$ cat config.mk
export PLATFORM = sky130hd
export DESIGN_NAME = frame_light_trigger_sequencer_unit
export DESIGN_NICKNAME = d
export VERILOG_FILES = /design/src/hw/rtl/flts_pkg.sv /design/src/hw/rtl/flts_ram.sv /design/src/hw/rtl/frame_light_trigger_sequencer_unit.sv
export SDC_FILE = /design/constraint.sdc
export NUM_CORES = 1
export LEC_CHECK = 0
export ABC_AREA = 1
export ABC_CLOCK_PERIOD_IN_PS = 2680
export BUFFER_PORTS_ARGS = -buffer_cell sky130_fd_sc_hd__buf_2
export CAP_MARGIN = 20
export CORE_ASPECT_RATIO = 0.9
export CORE_MARGIN = 2
export CORE_UTILIZATION = 42
export CTS_BUF_LIST = sky130_fd_sc_hd__clkbuf_4 sky130_fd_sc_hd__clkbuf_8 sky130_fd_sc_hd__clkbuf_16
export DETAILED_ROUTE_END_ITERATION = 12
export HOLD_SLACK_MARGIN = 0.03
export SYNTH_ARGS = -nofsm -noshare
export SYNTH_HDL_FRONTEND = slang
export SYNTH_SLANG_ARGS = --single-unit
$ cat constraint.sdc
create_clock -name aclk -period 2.68 [get_ports aclk]
set_clock_uncertainty 0.15 [all_clocks]
set_input_delay 0.402 -clock aclk [delete_from_list [all_inputs] [get_ports aclk]]
set_output_delay 0.402 -clock aclk [all_outputs]
set_load 0.02 [all_outputs]
$ cat src/hw/rtl/flts_pkg.sv
// shared types and constants of the frame light trigger sequencer
package flts_pkg;

    localparam int DEFAULT_TABLE_DEPTH = 32;

    localparam int S_TDATA_W = 16;
    localparam int S_TUSER_W = 4;
    localparam int M_TDATA_W = 16;
    localparam int M_TUSER_W = 1;
    localparam int CFG_W     = 16;
    localparam int CFG_IDX_W = 3;
    localparam int STEP_W    = 8;
    localparam int SLOT_W    = 5;
    localparam int CNT_W     = 16;

    typedef enum logic [3:0] {
        CMD_FRAME_BEGIN = 4'd0,
        CMD_FRAME_END   = 4'd1,
        CMD_LED_ON      = 4'd2,
        CMD_STIM_TICK   = 4'd3,
        CMD_STROBE      = 4'd4,
        CMD_WRITE_STEP  = 4'd5,
        CMD_START       = 4'd6,
        CMD_STOP        = 4'd7,
        CMD_STIM_STOP   = 4'd8
    } cmd_t;

    typedef enum logic [CFG_IDX_W-1:0] {
        CFG_SEQ_LEN      = 3'd0,
        CFG_OUT0_MODE    = 3'd1,
        CFG_OUT1_MODE    = 3'd2,
        CFG_EVENT_SRC    = 3'd3,
        CFG_STIM_ON      = 3'd4,
        CFG_STIM_PERIOD  = 3'd5,
        CFG_STIM_REPEATS = 3'd6
    } cfg_idx_t;

    localparam logic [1:0] OUT_MODE_OTHER  = 2'd0;
    localparam logic [1:0] OUT_MODE_STROBE = 2'd1;
    localparam logic [1:0] OUT_MODE_TABLE  = 2'd2;
    localparam logic [1:0] OUT_MODE_CAMERA = 2'd3;

    localparam logic [1:0] EVT_SRC_NONE   = 2'd0;
    localparam logic [1:0] EVT_SRC_STROBE = 2'd1;
    localparam logic [1:0] EVT_SRC_FRAME  = 2'd2;

    localparam logic [5:0]       RST_SEQ_LEN     = 6'd1;
    localparam logic [CNT_W-1:0] RST_STIM_ON     = 16'd10;
    localparam logic [CNT_W-1:0] RST_STIM_PERIOD = 16'd100;
    localparam logic [CNT_W-1:0] RST_STIM_REPS   = 16'd0;

    localparam int BIT_EXTRA = 3;
    localparam int BIT_OUT0  = 4;
    localparam int BIT_OUT1  = 5;
    localparam int BIT_STIM  = 6;

endpackage

$ cat src/hw/rtl/flts_ram.sv
// generic single-write, single-read ram with registered read data
module flts_ram #(
    parameter int WIDTH = 8,
    parameter int DEPTH = 32
) (
    input  logic                     aclk,
    input  logic                     we,
    input  logic [$clog2(DEPTH)-1:0] waddr,
    input  logic [WIDTH-1:0]         wdata,
    input  logic [$clog2(DEPTH)-1:0] raddr,
    output logic [WIDTH-1:0]         rdata
);

    logic [WIDTH-1:0] mem [DEPTH];
    logic [WIDTH-1:0] rdata_reg;

    always_ff @(posedge aclk) begin
        if (we) begin
            mem[waddr] <= wdata;
        end
        rdata_reg <= mem[raddr];
    end

    assign rdata = rdata_reg;

endmodule

$ cat src/hw/rtl/frame_light_trigger_sequencer_unit.sv
// top level of the frame light trigger sequencer
//
// s_ channel: one event item per handshake, the command in s_tuser and its
// operands in s_tdata. m_ channel: one result item per input item, the
// output levels after the event and an optional frame event word, flagged
// by m_tuser. cfg_ port: plain register writes; the user must make them only
// while idle, the block itself does not enforce it. An item passes an input
// register, then the state update that fills the result register.
// Throughput is one item per cycle unless m_tready stalls the output; the
// loop that sets it is the state update, which reads the light table through
// a ram whose registered read is addressed by the next step index, with a
// bypass for a same-cycle write. Reset (aresetn low, synchronous) clears the
// sequencer, the stimulation train, the outputs and the registers to their
// defaults; the light table keeps no reset and must be written before use.
// When m_tready is held low the result stays on m_tdata, one more item is held
// in the input register and s_tready then drops until the result is taken.
module frame_light_trigger_sequencer_unit
    import flts_pkg::*;
#(
    parameter int TABLE_DEPTH = DEFAULT_TABLE_DEPTH
) (
    input  logic                 aclk,
    input  logic                 aresetn,
    input  logic                 s_tvalid,
    output logic                 s_tready,
    // strobe_level, in_level, step_slot[4:0], step_value[7:0], zero pad
    input  logic [S_TDATA_W-1:0] s_tdata,
    // cmd[3:0]
    input  logic [S_TUSER_W-1:0] s_tuser,
    output logic                 m_tvalid,
    input  logic                 m_tready,
    // led_levels[2:0], extra_level, out0_level, out1_level, stim_active,
    // event_word[7:0], zero pad
    output logic [M_TDATA_W-1:0] m_tdata,
    // event_valid
    output logic [M_TUSER_W-1:0] m_tuser,
    input  logic                 cfg_we,
    input  logic [CFG_IDX_W-1:0] cfg_index,
    input  logic [CFG_W-1:0]     cfg_wdata
);

    localparam int IDX_W = $clog2(TABLE_DEPTH);
    localparam logic [8:0] DEPTH9 = 9'(TABLE_DEPTH);

    // input register
    logic                 in_valid_reg;
    logic [S_TDATA_W-1:0] in_data_reg;
    logic [S_TUSER_W-1:0] in_user_reg;

    // configuration
    logic [5:0]       seq_len_reg;
    logic [1:0]       out0_mode_reg, out1_mode_reg, evt_src_reg;
    logic [CNT_W-1:0] stim_on_ticks_reg, stim_period_ticks_reg, stim_repeats_reg;

    // sequencer and output state
    logic [IDX_W-1:0] idx_reg, idx_next;
    logic             run_reg, run_next;
    logic             skip_reg, skip_next;
    logic             stop_reg, stop_next;
    logic [2:0]       led_reg, led_next;
    logic             extra_reg, extra_next;
    logic             out0_reg, out0_next;
    logic             out1_reg, out1_next;
    logic             stim_run_reg, stim_run_next;
    logic             stim_stop_reg, stim_stop_next;
    logic [CNT_W-1:0] on_cnt_reg, on_cnt_next;
    logic [CNT_W-1:0] per_cnt_reg, per_cnt_next;
    logic [CNT_W-1:0] rep_cnt_reg, rep_cnt_next;

    // result register
    logic                 m_valid_reg;
    logic [M_TDATA_W-1:0] m_data_reg;
    logic                 m_event_reg;

    // table access
    logic              fwd_hit_reg;
    logic [STEP_W-1:0] fwd_data_reg;
    logic [STEP_W-1:0] ram_rdata;
    logic [STEP_W-1:0] entry;
    logic              tbl_we;
    logic [IDX_W-1:0]  tbl_waddr;

    // decoded fields
    logic              advance;
    cmd_t              cmd;
    logic              strobe;
    logic              in_level;
    logic [SLOT_W-1:0] slot;
    logic [8:0]        slot9;
    logic [STEP_W-1:0] value;
    logic [8:0]        len;
    logic [8:0]        idx_inc;
    logic [CNT_W-1:0]  on_inc, per_inc, rep_inc;
    logic              ev;
    logic [7:0]        event_word;

    assign advance  = in_valid_reg && (!m_valid_reg || m_tready);
    assign s_tready = !in_valid_reg || advance;

    assign cmd      = cmd_t'(in_user_reg[3:0]);
    assign strobe   = in_data_reg[0];
    assign in_level = in_data_reg[1];
    assign slot     = in_data_reg[6:2];
    assign value    = in_data_reg[14:7];
    assign slot9    = 9'(slot);

    assign entry   = fwd_hit_reg ? fwd_data_reg : ram_rdata;
    assign idx_inc = 9'(idx_reg) + 9'd1;
    assign on_inc  = on_cnt_reg + 16'd1;
    assign per_inc = per_cnt_reg + 16'd1;
    assign rep_inc = rep_cnt_reg + 16'd1;

    assign tbl_we    = advance && (cmd == CMD_WRITE_STEP) && (slot9 < DEPTH9);
    assign tbl_waddr = slot9[IDX_W-1:0];

    always_comb begin
        if (seq_len_reg == 6'd0) begin
            len = 9'd1;
        end else if (9'(seq_len_reg) > DEPTH9) begin
            len = DEPTH9;
        end else begin
            len = 9'(seq_len_reg);
        end
    end

    always_comb begin
        idx_next       = idx_reg;
        run_next       = run_reg;
        skip_next      = skip_reg;
        stop_next      = stop_reg;
        led_next       = led_reg;
        extra_next     = extra_reg;
        out0_next      = out0_reg;
        out1_next      = out1_reg;
        stim_run_next  = stim_run_reg;
        stim_stop_next = stim_stop_reg;
        on_cnt_next    = on_cnt_reg;
        per_cnt_next   = per_cnt_reg;
        rep_cnt_next   = rep_cnt_reg;
        ev             = 1'b0;
        if (advance) begin
            unique case (cmd)
                CMD_FRAME_BEGIN: begin
                    if (run_reg) begin
                        if (skip_reg) begin
                            skip_next = 1'b0;
                        end else begin
                            idx_next = (idx_inc >= len) ? '0 : idx_inc[IDX_W-1:0];
                            if (stim_repeats_reg == '0) begin
                                extra_next = entry[BIT_EXTRA];
                            end
                            if (out0_mode_reg == OUT_MODE_TABLE) begin
                                out0_next = entry[BIT_OUT0];
                            end
                            if (out1_mode_reg == OUT_MODE_TABLE) begin
                                out1_next = entry[BIT_OUT1];
                            end
                            if (entry[BIT_STIM] && !stim_run_reg) begin
                                stim_run_next  = 1'b1;
                                stim_stop_next = 1'b0;
                                on_cnt_next    = '0;
                                per_cnt_next   = '0;
                                rep_cnt_next   = '0;
                                extra_next     = 1'b1;
                            end
                            if (out0_mode_reg == OUT_MODE_CAMERA) begin
                                out0_next = 1'b1;
                            end
                            if (out1_mode_reg == OUT_MODE_CAMERA) begin
                                out1_next = 1'b1;
                            end
                            ev = (evt_src_reg == EVT_SRC_FRAME);
                        end
                    end
                end
                CMD_FRAME_END: begin
                    if (run_reg) begin
                        led_next = '0;
                        if (stim_repeats_reg == '0) begin
                            extra_next = 1'b0;
                        end
                        if (out0_mode_reg == OUT_MODE_CAMERA) begin
                            out0_next = 1'b0;
                        end
                        if (out1_mode_reg == OUT_MODE_CAMERA) begin
                            out1_next = 1'b0;
                        end
                        if (stop_reg) begin
                            stop_next = 1'b0;
                            run_next  = 1'b0;
                            if (out0_mode_reg == OUT_MODE_TABLE) begin
                                out0_next = 1'b0;
                            end
                            if (out1_mode_reg == OUT_MODE_TABLE) begin
                                out1_next = 1'b0;
                            end
                        end
                    end
                end
                CMD_LED_ON: begin
                    if (run_reg) begin
                        led_next = led_reg | entry[2:0];
                    end
                end
                CMD_STIM_TICK: begin
                    if (stim_run_reg) begin
                        if (extra_reg) begin
                            on_cnt_next = on_inc;
                            if (on_inc == stim_on_ticks_reg) begin
                                on_cnt_next = '0;
                                extra_next  = 1'b0;
                            end
                        end
                        per_cnt_next = per_inc;
                        if (per_inc == stim_period_ticks_reg) begin
                            rep_cnt_next = rep_inc;
                            if (rep_inc == stim_repeats_reg || stim_stop_reg) begin
                                stim_run_next  = 1'b0;
                                stim_stop_next = 1'b0;
                            end else begin
                                per_cnt_next = '0;
                                extra_next   = 1'b1;
                            end
                        end
                    end
                end
                CMD_STROBE: begin
                    if (out0_mode_reg == OUT_MODE_STROBE) begin
                        out0_next = strobe;
                    end
                    if (out1_mode_reg == OUT_MODE_STROBE) begin
                        out1_next = strobe;
                    end
                    ev = strobe && (evt_src_reg == EVT_SRC_STROBE);
                end
                CMD_START: begin
                    if (!run_reg) begin
                        run_next  = 1'b1;
                        idx_next  = '0;
                        skip_next = 1'b1;
                        stop_next = 1'b0;
                    end
                end
                CMD_STOP: begin
                    if (run_reg) begin
                        stop_next = 1'b1;
                    end
                end
                CMD_STIM_STOP: begin
                    if (stim_run_reg) begin
                        stim_stop_next = 1'b1;
                    end
                end
                default: begin
                end
            endcase
        end
    end

    assign event_word = ev ? {in_level, stim_run_next, out1_next, out0_next, extra_next,
                              led_next} : 8'd0;

    flts_ram #(
        .WIDTH(STEP_W),
        .DEPTH(TABLE_DEPTH)
    ) u_table (
        .aclk (aclk),
        .we   (tbl_we),
        .waddr(tbl_waddr),
        .wdata(value),
        .raddr(idx_next),
        .rdata(ram_rdata)
    );

    always_ff @(posedge aclk) begin
        fwd_data_reg <= value;
        if (!aresetn) begin
            fwd_hit_reg <= 1'b0;
        end else begin
            fwd_hit_reg <= tbl_we && (tbl_waddr == idx_next);
        end
    end

    always_ff @(posedge aclk) begin
        if (!aresetn) begin
            seq_len_reg           <= RST_SEQ_LEN;
            out0_mode_reg         <= OUT_MODE_OTHER;
            out1_mode_reg         <= OUT_MODE_OTHER;
            evt_src_reg           <= EVT_SRC_NONE;
            stim_on_ticks_reg     <= RST_STIM_ON;
            stim_period_ticks_reg <= RST_STIM_PERIOD;
            stim_repeats_reg      <= RST_STIM_REPS;
        end else if (cfg_we) begin
            unique case (cfg_idx_t'(cfg_index))
                CFG_SEQ_LEN:      seq_len_reg           <= cfg_wdata[5:0];
                CFG_OUT0_MODE:    out0_mode_reg         <= cfg_wdata[1:0];
                CFG_OUT1_MODE:    out1_mode_reg         <= cfg_wdata[1:0];
                CFG_EVENT_SRC:    evt_src_reg           <= cfg_wdata[1:0];
                CFG_STIM_ON:      stim_on_ticks_reg     <= cfg_wdata;
                CFG_STIM_PERIOD:  stim_period_ticks_reg <= cfg_wdata;
                CFG_STIM_REPEATS: stim_repeats_reg      <= cfg_wdata;
                default: begin
                end
            endcase
        end
    end

    always_ff @(posedge aclk) begin
        if (s_tvalid && s_tready) begin
            in_data_reg <= s_tdata;
            in_user_reg <= s_tuser;
        end
        if (advance) begin
            m_data_reg  <= {1'b0, event_word, stim_run_next, out1_next, out0_next,
                            extra_next, led_next};
            m_event_reg <= ev;
        end
        if (!aresetn) begin
            in_valid_reg <= 1'b0;
            m_valid_reg  <= 1'b0;
        end else begin
            if (s_tready) begin
                in_valid_reg <= s_tvalid;
            end
            if (advance) begin
                m_valid_reg <= 1'b1;
            end else if (m_tready) begin
                m_valid_reg <= 1'b0;
            end
        end
    end

    always_ff @(posedge aclk) begin
        if (!aresetn) begin
            idx_reg       <= '0;
            run_reg       <= 1'b0;
            skip_reg      <= 1'b0;
            stop_reg      <= 1'b0;
            led_reg       <= '0;
            extra_reg     <= 1'b0;
            out0_reg      <= 1'b0;
            out1_reg      <= 1'b0;
            stim_run_reg  <= 1'b0;
            stim_stop_reg <= 1'b0;
            on_cnt_reg    <= '0;
            per_cnt_reg   <= '0;
            rep_cnt_reg   <= '0;
        end else begin
            idx_reg       <= idx_next;
            run_reg       <= run_next;
            skip_reg      <= skip_next;
            stop_reg      <= stop_next;
            led_reg       <= led_next;
            extra_reg     <= extra_next;
            out0_reg      <= out0_next;
            out1_reg      <= out1_next;
            stim_run_reg  <= stim_run_next;
            stim_stop_reg <= stim_stop_next;
            on_cnt_reg    <= on_cnt_next;
            per_cnt_reg   <= per_cnt_next;
            rep_cnt_reg   <= rep_cnt_next;
        end
    end

    assign m_tvalid = m_valid_reg;
    assign m_tdata  = m_data_reg;
    assign m_tuser  = m_event_reg;

endmodule

==> metrics.txt, run 1 <==
outcome=complete, but fails checks; violated checks=setup timing; number of flip-flops in the largest register=about 220; placed wire-length estimate after detailed placement=34200 um; Yosys top cell area share=~40%; routability congestion estimate from global placement=0.884; area enclosed by the die boundary=47400 sq um; CTS Buf Count=44; port buffer count=59; CTS H-tree depth=2; most instantiated library cell after synthesis=sky130_fd_sc_hd__nand2_1; remaining design rule violation count=0; number of antenna violations at the first check in global routing=1; worst reg2reg path endpoint=u_table.rdata[1]$_DFF_P_; detailed-route wire length=55900 um; global-route wire length before repair=approximately 85000 um; hold-critical path endpoint=stim_repeats_reg[2]$_SDFFE_PN0P_; DRT antenna net count=0; worst reg-to-reg path cell count=20; Most flops, register=u_table.mem; ports placed on the boundary=63; iteration count of the initial detailed-routing pass=6; number of setup violations in the final report=8; post-DR wirelength/cell=about 18 um; NumNets Final=roughly 2600; Syn Inst Count=2264; area inside the core boundary=45300 sq um; number of nets in the synthesized netlist=2318; final antenna diode count=0; pre-CTS worst setup slack=-377 ps; Final Cycle Share=112%; Setup crit start=idx_reg[0]$_SDFF_PN0_; hold path startpoint=cfg_wdata[2]; Critical Path RT=about 3000 ps; static leakage=10.3 nW; Worst slew margin=49.5%; Max Clock Freq=0.334 GHz; area added between synthesis and finish=28.5%; ratio of total power to cell area=533 nW/um^2; number of unique standard cell types used by synthesis=51; ratio of cells with drive above 1 in the final layout=23.6%; share of synthesized flip-flops with an asynchronous set or reset=0%; All-Layer GR Usage=between 20% and 30%; max-slew violation count=0; clock-pin slew reported for the worst setup and hold paths after clock tree synthesis=60 ps; top cells by count, synth=sky130_fd_sc_hd__nand2_1 (530), sky130_fd_sc_hd__inv_1 (347), sky130_fd_sc_hd__nand3_1 (333); post-synthesis area per instance=8.47 sq um; largest stage delay on the critical path=370 ps; fin crit period=2990 ps; highest fanout seen on the critical path=7; Final Instance Count excl. Fillers=3138; Yosys reg bits=399; sink count of the clock tree=399; class of the tightest hold or removal check=input pin to flip-flop; cell area after synthesis=around 19000 sq um; part of the Yosys area used for sequential elements=55.1%; floorplan die width=approximately 230 um; Total Negative Setup Slacks=-2070 ps; CTS tree=built; main flop type after synthesis=sky130_fd_sc_hd__edfxtp_1; total via count in the routed design=16400; ordered cell list for the critical path=buf_6 -> nand3_2 -> xor2_1 -> inv_1 -> ha_4 -> nand2_4 -> a211oi_2 -> nor2_1 -> and2_4 -> nand2_8 -> nand2_8 -> inv_12 -> clkbuf_16 -> nand2_1 -> nand3_1 -> nand3_1 -> nand3_1 -> nand2_1 -> nand2_1 -> nand2_1; Iter 0 DRT Violations=1715; flop-to-flop setup slack=-310 ps; cell type with the largest total area after synthesis=sky130_fd_sc_hd__edfxtp_1; Vert. Die Dim=207 um; Ys Warns=0; Crit-path slowest cell=sky130_fd_sc_hd__dfxtp_4; leftover overflow at the end of global routing=0; cell count after placement=3003; biggest area contributors in the synthesized netlist=sky130_fd_sc_hd__edfxtp_1 (40%), sky130_fd_sc_hd__dfxtp_1 (15%), sky130_fd_sc_hd__nand2_1 (10%); highest ir drop seen on vdd=0.777 mV; max-cap viol count=0; FILL cells=3990; unrepaired setup endpoints after global routing=yes; Final Hold Violating Endpoints=0; initial core utilization=42.4%; cell type with the highest occurrence count on the critical path=sky130_fd_sc_hd__nand2_1; Worst Max-Slew Pin Slew=756 ps; clock root buffer master=sky130_fd_sc_hd__clkbuf_16; kind of critical path=flip-flop to flip-flop; via count of the first global-routing pass=15500; Buffers & Inverters on Critical Path=4; count of flip-flops with a built-in enable after synthesis=258; Worst Setup Slack, final=-311 ps; number of cell rows=74; launching point of the worst reg2reg path=idx_reg[0]$_SDFF_PN0_; drt via density=5.23; Max Buffers Root-to-Sink=3; hold slack=66.2 ps; insertion delay to the later sink of the worst-skew pair=between 500 and 600 ps; maximum number of pins on one net before global-route repair=45; number of cells on the worst hold path=3; startpoint types=flip-flop; CP delay by family, top=simple AND/OR/NAND/NOR gates; type of destination of the critical path=flip-flop; data arrival time of the critical path=3320 ps; post-layout total power=13.1 mW
==> area by class of cell <==
class / instances / area [sq um] / share of cell area, %
tap: 608 / 761 / 3.09
timing repair buffer: 270 / 2640 / 10.7
sequential: 399 / 10600 / 43.0
clock inverter: 20 / 184 / 0.747
multi-input combinational: 1427 / 7880 / 32.0
inverter: 357 / 1360 / 5.50
clock buffer: 57 / 1220 / 4.94
==> per-stage QoR <==
stage	area, sq um	utilization (%)
CTS	23700	52.4
global placement	21200	46.9
floorplan	19200	-
finish	24600	54.4
global route	24600	54.4
detailed placement	21200	46.9
==> metal layers <==
metal	track usage, %	up-vias	part of all wire [%]	routed length, um
met5	0	-	0	0
met3	3.24	105	7.1	3980
met1	33.0	7780	46	25400
met4	8.63	0	2.8	1560
met2	35.5	644	45	24900
li1	-	7879	-	-
==> worst reg2reg max path: stages (launching register included) <==
cell and delay, ps:
sky130_fd_sc_hd__dfxtp_4 370, sky130_fd_sc_hd__buf_6 120, sky130_fd_sc_hd__nand3_2 100, sky130_fd_sc_hd__xor2_1 200
sky130_fd_sc_hd__inv_1 120, sky130_fd_sc_hd__ha_4 290, sky130_fd_sc_hd__nand2_4 50, sky130_fd_sc_hd__a211oi_2 140
sky130_fd_sc_hd__nor2_1 80, sky130_fd_sc_hd__and2_4 170, sky130_fd_sc_hd__nand2_8 90, sky130_fd_sc_hd__nand2_8 130
sky130_fd_sc_hd__inv_12 150, sky130_fd_sc_hd__clkbuf_16 170, sky130_fd_sc_hd__nand2_1 60, sky130_fd_sc_hd__nand3_1 80
sky130_fd_sc_hd__nand3_1 100, sky130_fd_sc_hd__nand3_1 130, sky130_fd_sc_hd__nand2_1 80, sky130_fd_sc_hd__nand2_1 60
sky130_fd_sc_hd__nand2_1 50
==> cells in the final DEF (no fill, tap or decap), types with 49 or more instances in the layout <==
| cell | Yosys | layout |
|---|---|---|
| sky130_fd_sc_hd__edfxtp_1 | 258 | 258 |
| sky130_fd_sc_hd__buf_4 | 10 | 134 |
| sky130_fd_sc_hd__o21ai_0 | 72 | 66 |
| sky130_fd_sc_hd__nand3_2 | 6 | 96 |
| sky130_fd_sc_hd__inv_1 | 347 | 345 |
| sky130_fd_sc_hd__nand3b_1 | 54 | 54 |
| sky130_fd_sc_hd__a21oi_1 | 99 | 95 |
| sky130_fd_sc_hd__dfxtp_1 | 141 | 121 |
| sky130_fd_sc_hd__nor2_1 | 171 | 158 |
| sky130_fd_sc_hd__nand2_1 | 530 | 479 |
| sky130_fd_sc_hd__nand3_1 | 333 | 239 |
| sky130_fd_sc_hd__nand2_2 | 28 | 63 |
| sky130_fd_sc_hd__clkbuf_16 | 0 | 49 |
| sky130_fd_sc_hd__buf_2 | 17 | 59 |
==> logic make-up after synthesis <==
kind of cell             share of synthesized area [%]
adder cells (fa/ha/maj)                          0.652
flip-flops                                        55.1
XOR/XNOR                                         0.731
AND/OR/NAND/NOR                                   28.4
other                                           0.0196
buffers and inverters                             9.10
AO/OA/AOI/OAI                                     5.98
==> how the worst max path moves through the flow <==
| stage | to | cells past startpoint |
|---|---|---|
| after floorplan | u_table.rdata[0]$_DFF_P_ | 20 |
| after global placement | u_table.rdata[6]$_DFF_P_ | 19 |
| after detailed placement | u_table.rdata[6]$_DFF_P_ | 19 |
| after CTS | u_table.rdata[6]$_DFF_P_ | 19 |
| after global routing | u_table.rdata[1]$_DFF_P_ | 20 |
| final | u_table.rdata[1]$_DFF_P_ | 20 |
==> timing repair <==
action	CTS	global route
setup endpoints to repair	11	66
setup buffers	4	7
endpoints found under the hold margin	35	0
gates resized for setup	106	168
pin swaps	61	77
cloned	13	5
hold buffers	30	0
==> report_power, final <==
group	switching (mW)	internal, mW	total (mW)
combinational	0.353	0.166	0.519
clock	2.48	3.48	5.97
sequential	0.0426	6.61	6.65
No activity file was read; power rests on OpenSTA's default activity.
==> run 2: changes to the inputs <==
- RECOVER_POWER: default -> 100
==> run 2 against run 1 <==
The run ends with capacitance limit, slew limit, setup timing left; die area unchanged; sequential cell count unchanged; non-clock buffer count is the same; worst setup slack got worse by 17 ps; clock power barely moved; core utilization decreased by 0.26 points; via count did not move; sequential power hardly changed; combinational power fell by 3%; register-to-register slack lost 20 ps; critical endpoint unchanged.
==> metrics.txt, run 2 (synthesized netlist as in run 1, its figures left out) <==
outcome=complete, but fails checks; violated checks=capacitance limit, slew limit, setup timing; ports placed on the boundary=63; Worst slew margin=-27.8%; static leakage=10.1 nW; remaining design rule violation count=0; placed wire-length estimate after detailed placement=around 34000 um; routability congestion estimate from global placement=0.884; Vert. Die Dim=207 um; post-DR wirelength/cell=~18 um; most frequent standard cell in the layout excluding fill and tap cells=sky130_fd_sc_hd__nand2_1; ratio of cells with drive above 1 in the final layout=22.2%; Worst Max-Slew Pin Slew=1920 ps; number of setup violations in the final report=8; CTS tree=built; Placed Area=21200 sq um; Most flops, register=u_table.mem; iteration count of the initial detailed-routing pass=5; ratio of total power to cell area=535 nW/um^2; clock-pin slew reported for the worst setup and hold paths after clock tree synthesis=60 ps; insertion delay to the later sink of the worst-skew pair=580 ps; via count of the first global-routing pass=15500; number of cell rows=74; floorplan die width=229 um; Final Hold Violating Endpoints=0; Crit-path slowest cell=sky130_fd_sc_hd__dfxtp_4; max-cap viol count=6; number of flip-flops in the largest register=224; final design instance area without fill=24500 sq um; leftover overflow at the end of global routing=0; type of destination of the critical path=flip-flop; largest stage delay on the critical path=370 ps; NumNets Final=2553; CTS Buf Count=44; FILL cells=4019; max-slew violation count=approximately 200; Final Cycle Share=112%; number of antenna violations at the first check in global routing=1; highest ir drop seen on vdd=0.777 mV; detailed-route wire length=56000 um; Iter 0 DRT Violations=1577; CTS H-tree depth=2; port buffer count=59; All-Layer GR Usage=23.0%; clock root buffer master=sky130_fd_sc_hd__clkbuf_16; DRT antenna net count=0; highest fanout seen on the critical path=7; total via count in the routed design=roughly 16000; cell type with the highest occurrence count on the critical path=sky130_fd_sc_hd__nand2_1; global-route wire length before repair=85100 um; area added between synthesis and finish=27.8%; drt via density=roughly 5.2; fin crit period=3010 ps; unrepaired setup endpoints after global routing=yes; startpoint types=flip-flop; area enclosed by the die boundary=47400 sq um; final antenna diode count=0; maximum number of pins on one net before global-route repair=45; Max Clock Freq=0.332 GHz; data arrival time of the critical path=approximately 3300 ps; sink count of the clock tree=399; initial core utilization=42.4%; Worst Setup Slack, final=-328 ps; ordered cell list for the critical path=buf_6 -> nand3_2 -> xor2_1 -> inv_1 -> ha_4 -> nand2_4 -> a211oi_2 -> nor2_1 -> and2_4 -> nand2_8 -> nand2_8 -> buf_12 -> clkbuf_16 -> nand2_1 -> nand3_1 -> nand3_1 -> nand3_1 -> nand2_1 -> nand2_1 -> nand2_1; area inside the core boundary=45300 sq um; Max Buffers Root-to-Sink=3; highest-count cells in the layout ignoring fill and taps=sky130_fd_sc_hd__nand2_1 (480), sky130_fd_sc_hd__inv_1 (347), sky130_fd_sc_hd__edfxtp_1 (258), sky130_fd_sc_hd__nand3_1 (239), sky130_fd_sc_hd__nor2_1 (158); class of the tightest hold or removal check=input pin to flip-flop; Critical Path RT=3010 ps; kind of critical path=flip-flop to flip-flop; hold slack=67.6 ps
==> run 2: cell count changes in the layout (fill, tap and decap cells not counted), sizes merged <==
cell	previous run	this run
buf	235	198
clkbuf	62	99
==> run 2: area by class of cell <==
type / count / area [sq um] / area share, %
Clock inverter: 20 / 184 / 0.750
Tap cell: 608 / 761 / 3.10
Timing Repair Buffer: 270 / 2530 / 10.3
Inverter: 357 / 1360 / 5.53
Sequential cell: 399 / 10600 / 43.2
Clock buffer: 57 / 1220 / 4.97
Multi-Input combinational cell: 1427 / 7870 / 32.1
==> run 2: metrics by stage <==
step / util (%) / cells / TNS (ps) / worst slack, ps / power, mW
after global routing: 54.1 / 3138 / -11890 / -457 / 13.5
after floorplan: - / 2264 / 0 / 15.6 / 7.01
final: 54.1 / 3138 / -2110 / -328 / 13.1
after global placement: 46.9 / 3003 / -2230 / -309 / 7.23
after CTS: 52.4 / 3126 / -1860 / -255 / 13.2
after detailed placement: 46.9 / 3003 / -2680 / -377 / 7.24
==> run 2: critical path, delay by kind of cell (launching register included) <==
kind | cells | cell delay [ps]
flip-flops | 1 | 370
buffers and inverters | 4 | 580
adder cells (fa/ha/maj) | 1 | 240
AND/OR/NAND/NOR | 13 | 1320
AO/OA/AOI/OAI | 1 | 40
XOR/XNOR | 1 | 200
==> run 2: power breakdown <==
part	switching (mW)	total, mW	internal (mW)	leakage, nW
combinational	0.352	0.503	0.151	5.93
clock	2.48	5.97	3.48	0.702
sequential	0.0429	6.66	6.61	3.50
total	2.88	13.1	10.2	10.1
==> run 2: final timing paths <==
kind | start | to | slack [ps] | depth (start not counted)
setup reg to reg | idx_reg[0]$_SDFF_PN0_ | u_table.rdata[1]$_DFF_P_ | -330 | 20
hold / removal | cfg_wdata[2] | stim_repeats_reg[2]$_SDFFE_PN0P_ | 70 | 3
hold reg to reg | stim_period_ticks_reg[7]$_SDFFE_PN0P_ | stim_period_ticks_reg[7]$_SDFFE_PN0P_ | 320 | 2
setup / recovery | idx_reg[0]$_SDFF_PN0_ | u_table.rdata[1]$_DFF_P_ | -330 | 20
==> run 2: repair_timing <==
action / CTS / global route
endpoints found under the setup margin: 11 / 66
endpoints found under the hold margin: 35 / 0
buffers inserted: 4 / 7
resized for setup: 106 / 168
cloned: 13 / 5
hold buffers: 30 / 0
pin swaps: 61 / 77
==> run 2: metal layers <==
metal / part of all wire (%) / wire length (um) / up-vias / global-route usage, %
met5: 0 / 0 / - / 0
met4: 2.9 / 1620 / 0 / 8.63
met3: 6.9 / 3870 / 118 / 3.24
met2: 45 / 25000 / 630 / 35.5
met1: 46 / 25500 / 7786 / 33.0
li1: - / - / 7874 / -
